--- src/rtl/core/nru_pkg.sv ---
// Shared constants and types for the not-recently-used page replacement block.
package nru_pkg;

	localparam int FRAMES    = 8;
	localparam int PAGE_BITS = 16;
	localparam int IDX_W     = $clog2(FRAMES);
	localparam int CNT_W     = $clog2(FRAMES + 1);

	localparam logic [3:0] FRAMES_RESET = 4'd8;

	localparam logic ACT_ACCESS = 1'b0;
	localparam logic ACT_WRITE  = 1'b1;

	// Search token handed from cell to cell.
	typedef struct packed {
		logic                 vld;
		logic [PAGE_BITS-1:0] page;
		logic                 found;     // first empty or matching frame seen
		logic                 fill;      // that frame was empty
		logic [IDX_W-1:0]     slot;
		logic                 best_vld;
		logic [1:0]           best_cls;  // ref*2 + mod of best victim so far
		logic [IDX_W-1:0]     best_slot;
	} scan_t;

	// Broadcast updates from the controller to the row of cells.
	typedef struct packed {
		logic                 page_en;
		logic [IDX_W-1:0]     page_slot;
		logic [PAGE_BITS-1:0] page;
		logic                 bits_en;
		logic [IDX_W-1:0]     bits_slot;
		logic                 ref_bit;
		logic                 mod_bit;
	} commit_t;

endpackage

--- src/rtl/core/nru_page_replacement.sv ---
// Top level of the not-recently-used page replacement block: controller and frame row.
//
//  channel   direction  signals                     moves
//  --------  ---------  --------------------------  -------------------------------
//  s_axis    in         s_tvalid/s_tready/s_tdata   one access or bit-write request
//                       s_tuser                     request kind (action)
//  m_axis    out        m_tvalid/m_tready/m_tdata   one result per request
//  cfg       in         cfg_valid/cfg_ready/cfg_data frames_in_use register
//
// An access request walks the row of frame cells one cell per cycle. Its result is loaded
// into its own result register at the end of the walk, then into the output register, and
// the next request is taken once the block is back in idle. A bit write loads its result
// register on acceptance and then moves it into the output register.
// Reset clears the valid, reference and modified bits, the fault counter, and sets
// frames_in_use to 8. A stalled output holds its result; a request taken meanwhile still
// runs, then waits in its own result register, and no further request is taken until that
// result moves into the output register.
module nru_page_replacement
	import nru_pkg::*;
(
	input  logic        clk,
	input  logic        arst_n,
	input  logic        s_tvalid,
	output logic        s_tready,
	input  logic [23:0] s_tdata,   // [15:0] page_number, [18:16] frame_slot,
	                               // [19] ref_value, [20] mod_value, [23:21] zero
	input  logic [0:0]  s_tuser,   // [0] action
	output logic        m_tvalid,
	input  logic        m_tready,
	output logic [39:0] m_tdata,   // [0] hit, [1] fault, [4:2] placed_slot,
	                               // [36:5] fault_total, [39:37] zero
	input  logic        cfg_valid,
	output logic        cfg_ready,
	input  logic [3:0]  cfg_data
);

	typedef enum logic [2:0] {
		ST_IDLE = 3'b001,
		ST_SCAN = 3'b010,
		ST_HOLD = 3'b100
	} state_t;

	typedef struct packed {
		logic        hit;
		logic        fault;
		logic [2:0]  slot;
		logic [31:0] total;
	} result_t;

	state_t           state_q;
	logic [3:0]       frames_q;
	logic [31:0]      fault_q;
	result_t          res_q;
	logic             m_tvalid_q;
	result_t          m_res_q;

	logic [CNT_W-1:0] active_n;
	logic             accept;
	logic             out_free;
	logic [15:0]      in_page;
	logic [2:0]       in_slot;
	logic             in_act;
	scan_t            tok_head;
	scan_t            tok [FRAMES+1];
	scan_t            last;
	commit_t          commit;
	logic             scan_done;
	logic             sc_fault;
	logic             sc_hit;
	logic [IDX_W-1:0] sc_slot;
	logic [31:0]      fault_nxt;

	assign in_page = s_tdata[15:0];
	assign in_slot = s_tdata[18:16];
	assign in_act  = s_tuser[0];

	assign s_tready  = (state_q == ST_IDLE);
	assign accept    = s_tvalid && s_tready;
	assign cfg_ready = 1'b1;
	assign out_free  = !m_tvalid_q || m_tready;

	// Clamp the frame count: zero acts as one, and anything past the table as FRAMES.
	always_comb begin
		if (frames_q == 4'd0) begin
			active_n = CNT_W'(1);
		end else if (32'(frames_q) > FRAMES) begin
			active_n = CNT_W'(FRAMES);
		end else begin
			active_n = CNT_W'(frames_q);
		end
	end

	// Launch a fresh search token into the first cell for each access request.
	always_comb begin
		tok_head      = '0;
		tok_head.vld  = accept && (in_act == ACT_ACCESS);
		tok_head.page = PAGE_BITS'(in_page);
	end

	assign tok[0] = tok_head;

	for (genvar i = 0; i < FRAMES; i++) begin : g_cell
		nru_cell u_cell (
			.clk      (clk),
			.arst_n   (arst_n),
			.cell_idx (IDX_W'(i)),
			.active_n (active_n),
			.commit   (commit),
			.tok_in   (tok[i]),
			.tok_out  (tok[i+1])
		);
	end

	assign last      = tok[FRAMES];
	assign scan_done = last.vld;

	// First empty-or-matching frame wins; with none, evict the lowest-class frame.
	always_comb begin
		if (last.found) begin
			sc_slot  = last.slot;
			sc_hit   = !last.fill;
			sc_fault = last.fill;
		end else begin
			sc_slot  = last.best_slot;
			sc_hit   = 1'b0;
			sc_fault = 1'b1;
		end
	end

	assign fault_nxt = (sc_fault && (fault_q != '1)) ? fault_q + 32'd1 : fault_q;

	// Page fill at scan end; reference/modified write on acceptance of a bit write.
	always_comb begin
		commit           = '0;
		commit.page_en   = scan_done && sc_fault;
		commit.page_slot = sc_slot;
		commit.page      = last.page;
		commit.bits_en   = accept && (in_act == ACT_WRITE) && (32'(in_slot) < FRAMES);
		commit.bits_slot = IDX_W'(in_slot);
		commit.ref_bit   = s_tdata[19];
		commit.mod_bit   = s_tdata[20];
	end

	always_ff @(posedge clk or negedge arst_n) begin
		if (!arst_n) begin
			state_q    <= ST_IDLE;
			frames_q   <= FRAMES_RESET;
			fault_q    <= '0;
			m_tvalid_q <= 1'b0;
		end else begin
			if (cfg_valid && cfg_ready) begin
				frames_q <= cfg_data;
			end
			// Load a new result once the output register drains, else drop the taken one.
			if ((state_q == ST_HOLD) && out_free) begin
				m_tvalid_q <= 1'b1;
			end else if (m_tvalid_q && m_tready) begin
				m_tvalid_q <= 1'b0;
			end
			case (state_q)
				ST_IDLE: begin
					if (accept) begin
						state_q <= (in_act == ACT_WRITE) ? ST_HOLD : ST_SCAN;
					end
				end
				ST_SCAN: begin
					if (scan_done) begin
						fault_q <= fault_nxt;
						state_q <= ST_HOLD;
					end
				end
				ST_HOLD: begin
					// Hand the result over once the output register drains.
					if (out_free) begin
						state_q <= ST_IDLE;
					end
				end
				default: begin
					state_q <= ST_IDLE;
				end
			endcase
		end
	end

	always_ff @(posedge clk) begin
		if (accept && (in_act == ACT_WRITE)) begin
			res_q.hit   <= 1'b0;
			res_q.fault <= 1'b0;
			res_q.slot  <= in_slot;
			res_q.total <= fault_q;
		end else if ((state_q == ST_SCAN) && scan_done) begin
			res_q.hit   <= sc_hit;
			res_q.fault <= sc_fault;
			res_q.slot  <= 3'(sc_slot);
			res_q.total <= fault_nxt;
		end
		if ((state_q == ST_HOLD) && out_free) begin
			m_res_q <= res_q;
		end
	end

	assign m_tvalid = m_tvalid_q;
	assign m_tdata  = {3'b000, m_res_q.total, m_res_q.slot, m_res_q.fault, m_res_q.hit};

endmodule

--- src/rtl/core/nru_cell.sv ---
// One frame of the table: holds its page and bits and advances the search token.
module nru_cell
	import nru_pkg::*;
(
	input  logic             clk,
	input  logic             arst_n,
	input  logic [IDX_W-1:0] cell_idx,
	input  logic [CNT_W-1:0] active_n,
	input  commit_t          commit,
	input  scan_t            tok_in,
	output scan_t            tok_out
);

	logic [PAGE_BITS-1:0] page_q;
	logic                 valid_q;
	logic                 ref_q;
	logic                 mod_q;
	scan_t                tok_q;

	logic                 in_rng;
	logic                 take;
	logic                 better;
	logic [1:0]           cls;
	scan_t                tok_nxt;

	assign in_rng = CNT_W'(cell_idx) < active_n;
	assign cls    = {ref_q, mod_q};
	assign take   = tok_in.vld && in_rng && !tok_in.found &&
	                (!valid_q || (page_q == tok_in.page));
	assign better = in_rng && (!tok_in.best_vld || (cls < tok_in.best_cls));

	always_comb begin
		tok_nxt = tok_in;
		if (take) begin
			tok_nxt.found = 1'b1;
			tok_nxt.fill  = !valid_q;
			tok_nxt.slot  = cell_idx;
		end
		if (better) begin
			tok_nxt.best_vld  = 1'b1;
			tok_nxt.best_cls  = cls;
			tok_nxt.best_slot = cell_idx;
		end
	end

	always_ff @(posedge clk or negedge arst_n) begin
		if (!arst_n) begin
			tok_q   <= '0;
			valid_q <= 1'b0;
			ref_q   <= 1'b0;
			mod_q   <= 1'b0;
		end else begin
			tok_q <= tok_nxt;
			if (commit.page_en && (commit.page_slot == cell_idx)) begin
				valid_q <= 1'b1;
			end
			if (commit.bits_en && (commit.bits_slot == cell_idx)) begin
				ref_q <= commit.ref_bit;
				mod_q <= commit.mod_bit;
			end
		end
	end

	always_ff @(posedge clk) begin
		if (commit.page_en && (commit.page_slot == cell_idx)) begin
			page_q <= commit.page;
		end
	end

	assign tok_out = tok_q;

endmodule

--- config.mk ---
export PLATFORM = sky130hd
export DESIGN_NAME = nru_page_replacement
export DESIGN_NICKNAME = d
export VERILOG_FILES = /design/src/rtl/core/nru_pkg.sv /design/src/rtl/core/nru_page_replacement.sv /design/src/rtl/core/nru_cell.sv
export SDC_FILE = /design/constraint.sdc
export NUM_CORES = 1
export LEC_CHECK = 0
export ABC_CLOCK_PERIOD_IN_PS = 2900
export BUFFER_PORTS_ARGS = -buffer_cell sky130_fd_sc_hd__buf_2
export CAP_MARGIN = 30
export CORE_MARGIN = 4
export CORE_UTILIZATION = 55
export DETAILED_ROUTE_END_ITERATION = 8
export PLACE_DENSITY_LB_ADDON = 0.1
export SLEW_MARGIN = 20
export SYNTH_ARGS = -nofsm -noshare
export SYNTH_HDL_FRONTEND = slang
export SYNTH_HIERARCHICAL = 1
export SYNTH_SLANG_ARGS = --single-unit
export TNS_END_PERCENT = 100
--- constraint.sdc ---
create_clock -name clk -period 2.9 [get_ports clk]
set_clock_uncertainty 0.1 [all_clocks]
set_input_delay 0.435 -clock clk [delete_from_list [all_inputs] [get_ports clk]]
set_output_delay 0.435 -clock clk [all_outputs]
set_load 0.005 [all_outputs]
==> impl_metrics.env <==
export IMPL_maxCapViolCount=0
export IMPL_die_h_um=193.6
export IMPL_cts_tree="built"
export IMPL_routabilityCongestion=0.7977
export IMPL_coreArea_um2=33780
export IMPL_num_antenna_cells=0
export IMPL_max_vdd_ir_drop_v=0.0005042
export IMPL_final_period_utilization_pct=84.65
export IMPL_tightest_slew_ps=691.2
export IMPL_detail_route_antenna_nets=0
export IMPL_fp_row_count=67
export IMPL_final_nets=1604
export IMPL_clock_path_buffers=3
export IMPL_p_leak_uw=0.009484
export IMPL_htreeDepth=2
export IMPL_synthesis_area_um2=18940
export IMPL_die_w_um=193.6
export IMPL_critPathMaxFanout=6
export IMPL_clk_pin_slew_ps=60
export IMPL_grt_usage_pct=17.79
export IMPL_die_area_um2=37470
export IMPL_postSynthCellCount=1250
export IMPL_utilization_pct=66.36
export IMPL_root_buffer="clkbuf_16"
export IMPL_reg2reg_slack_ps=450
export IMPL_cts_made_buffers=48
export IMPL_area_growth_pct=18.35
export IMPL_fillers=2409
export IMPL_slew_violations=0
export IMPL_end_kind="flop"
export IMPL_holdWs_ps=30.11
export IMPL_hold_viol_final=0
export IMPL_arrival_ps=2660
export IMPL_hold_path_cell_count=2
export IMPL_wl_per_cell_um=16.01
export IMPL_grt_pass1_vias=10530
export IMPL_p_per_area_nw_per_um2=746.3
export IMPL_drive_gt1_share_pct=19.05
export IMPL_cts_sinks=487
export IMPL_pin_count=77
export IMPL_cts_resized_gates=0
export IMPL_fin_crit_ps=2455
export IMPL_syn_avg_cell_area_um2=15.15
export IMPL_reg2regPathDepth=6
export IMPL_finalSetupViolations=0
export IMPL_hold_class="in -> reg"
export IMPL_initial_core_util_pct=56.07
export IMPL_start_kind="flop"
export IMPL_slew_headroom_pct=53.50
export IMPL_grt_ovfl_total=0
export IMPL_hpwl_um=22430
export IMPL_timing_fmax_mhz=407.4
export IMPL_grt_setup_unrepaired="false"
export IMPL_io_buffers=69
export IMPL_grt_pass1_wl_um=54100
export IMPL_drt_iter0_drc=435
export IMPL_grt_max_degree=73
export IMPL_status="complete, no violations"
export IMPL_vias_per_cell=4.973
export IMPL_routed_wl_um=32550
export IMPL_drcViolationCount=0
export IMPL_via_count=10110
export IMPL_finalPower_uw=16730
export IMPL_critical_path_required_ps=3110
export IMPL_firstDrtPassIters=5
export IMPL_worstSetupPathType="reg -> reg"
export IMPL_clkLatencyLatePin_ps=580
export IMPL_synth_warnings=6
export IMPL_antenna_found_initial=2
export IMPL_tns_ps=0
final timing paths:
path,to,startpoint
max,res_q[30],fault_q[8]
min,frames_q[3],cfg_data[3]
max reg2reg,res_q[30],fault_q[8]
min reg2reg,g_cell[5].u_cell/tok_out[27],g_cell[4].u_cell/tok_out[27]
max in group asynchronous,state_q[0],arst_n
min in group asynchronous,g_cell[2].u_cell/tok_out[22],arst_n
report_power, final:
part / switching [uW] / leakage (uW) / total [uW] / internal [uW]
logic: 1090 / 0.00344 / 2210 / 1120
registers: 380 / 0.00526 / 8410 / 8030
clock network: 2550 / 0.000780 / 6120 / 3570
total: 4010 / 0.00948 / 16700 / 12700
cell type report:
class / count / area, um2 / area share [%]
sequential: 487 / 13180 / 58.79
multi-input combinational: 829 / 6015 / 26.83
clock buffer: 71 / 1368 / 6.100
timing repair buffer: 127 / 870.8 / 3.885
tap: 448 / 560.5 / 2.500
clock inverter: 19 / 229.0 / 1.021
inverter: 52 / 195.2 / 0.8707
registers in the layout, indices dropped and copies added (netlist names):
name                   flops
state_q                    3
g_cell.u_cell/mod_q        8
m_tdata                   37
g_cell.u_cell/tok_out    221
g_cell.u_cell/valid_q      8
frames_q                   4
fault_q                   32
g_cell.u_cell/ref_q        8
res_q                     37
g_cell.u_cell/page_q     128
m_tvalid                   1
metal layers:
metal | GRT usage, % | routed length (um) | vias up
met4 | 4.406 | 616 | 0
met3 | 3.583 | 1444 | 59
met1 | 24.07 | 14160 | 5040
met2 | 30.04 | 16330 | 166
li1 | - | - | 4845
met5 | 0 | 0 | -
through the flow:
step                area [um2]  std cells  setup WS (ps)
floorplan                19460       1387          65.34
global placement         20640       1924          272.6
detailed placement       20650       1926          459.7
CTS                      22420       2033          460.7
global route             22420       2033          237.7
finish                   22420       2033          445.2
critical path: stages, from the launching register on:
cell     delay (ps)
dfrtp_1         470
nand4_1         180
buf_4           190
nor4_1          460
nor3b_1         490
nand3_1         170
xnor2_1         160
layout by cell type (no fill, tap or decap), types with 17 or more instances in the layout:
cell / n
nor2_1: 35
mux2_4: 26
edfxtp_1: 200
o21ai_0: 25
buf_2: 68
ha_1: 25
dfrtp_1: 283
xor2_1: 176
nand3_1: 19
a21o_1: 17
dlygate4sd3_1: 17
mux2_2: 64
nand2_1: 43
nand4_1: 30
xnor2_1: 62
inv_1: 52
nor4_1: 41
clkbuf_16: 48
conb_1: 139
buf_4: 38
what timing repair did:
item,4_1_cts,5_1_grt
endpoints found under the setup margin,0,0
endpoints found under the hold margin,77,0
hold buffers,17,0
buffers inserted,0,0
Power figures use the tool's default switching activity.
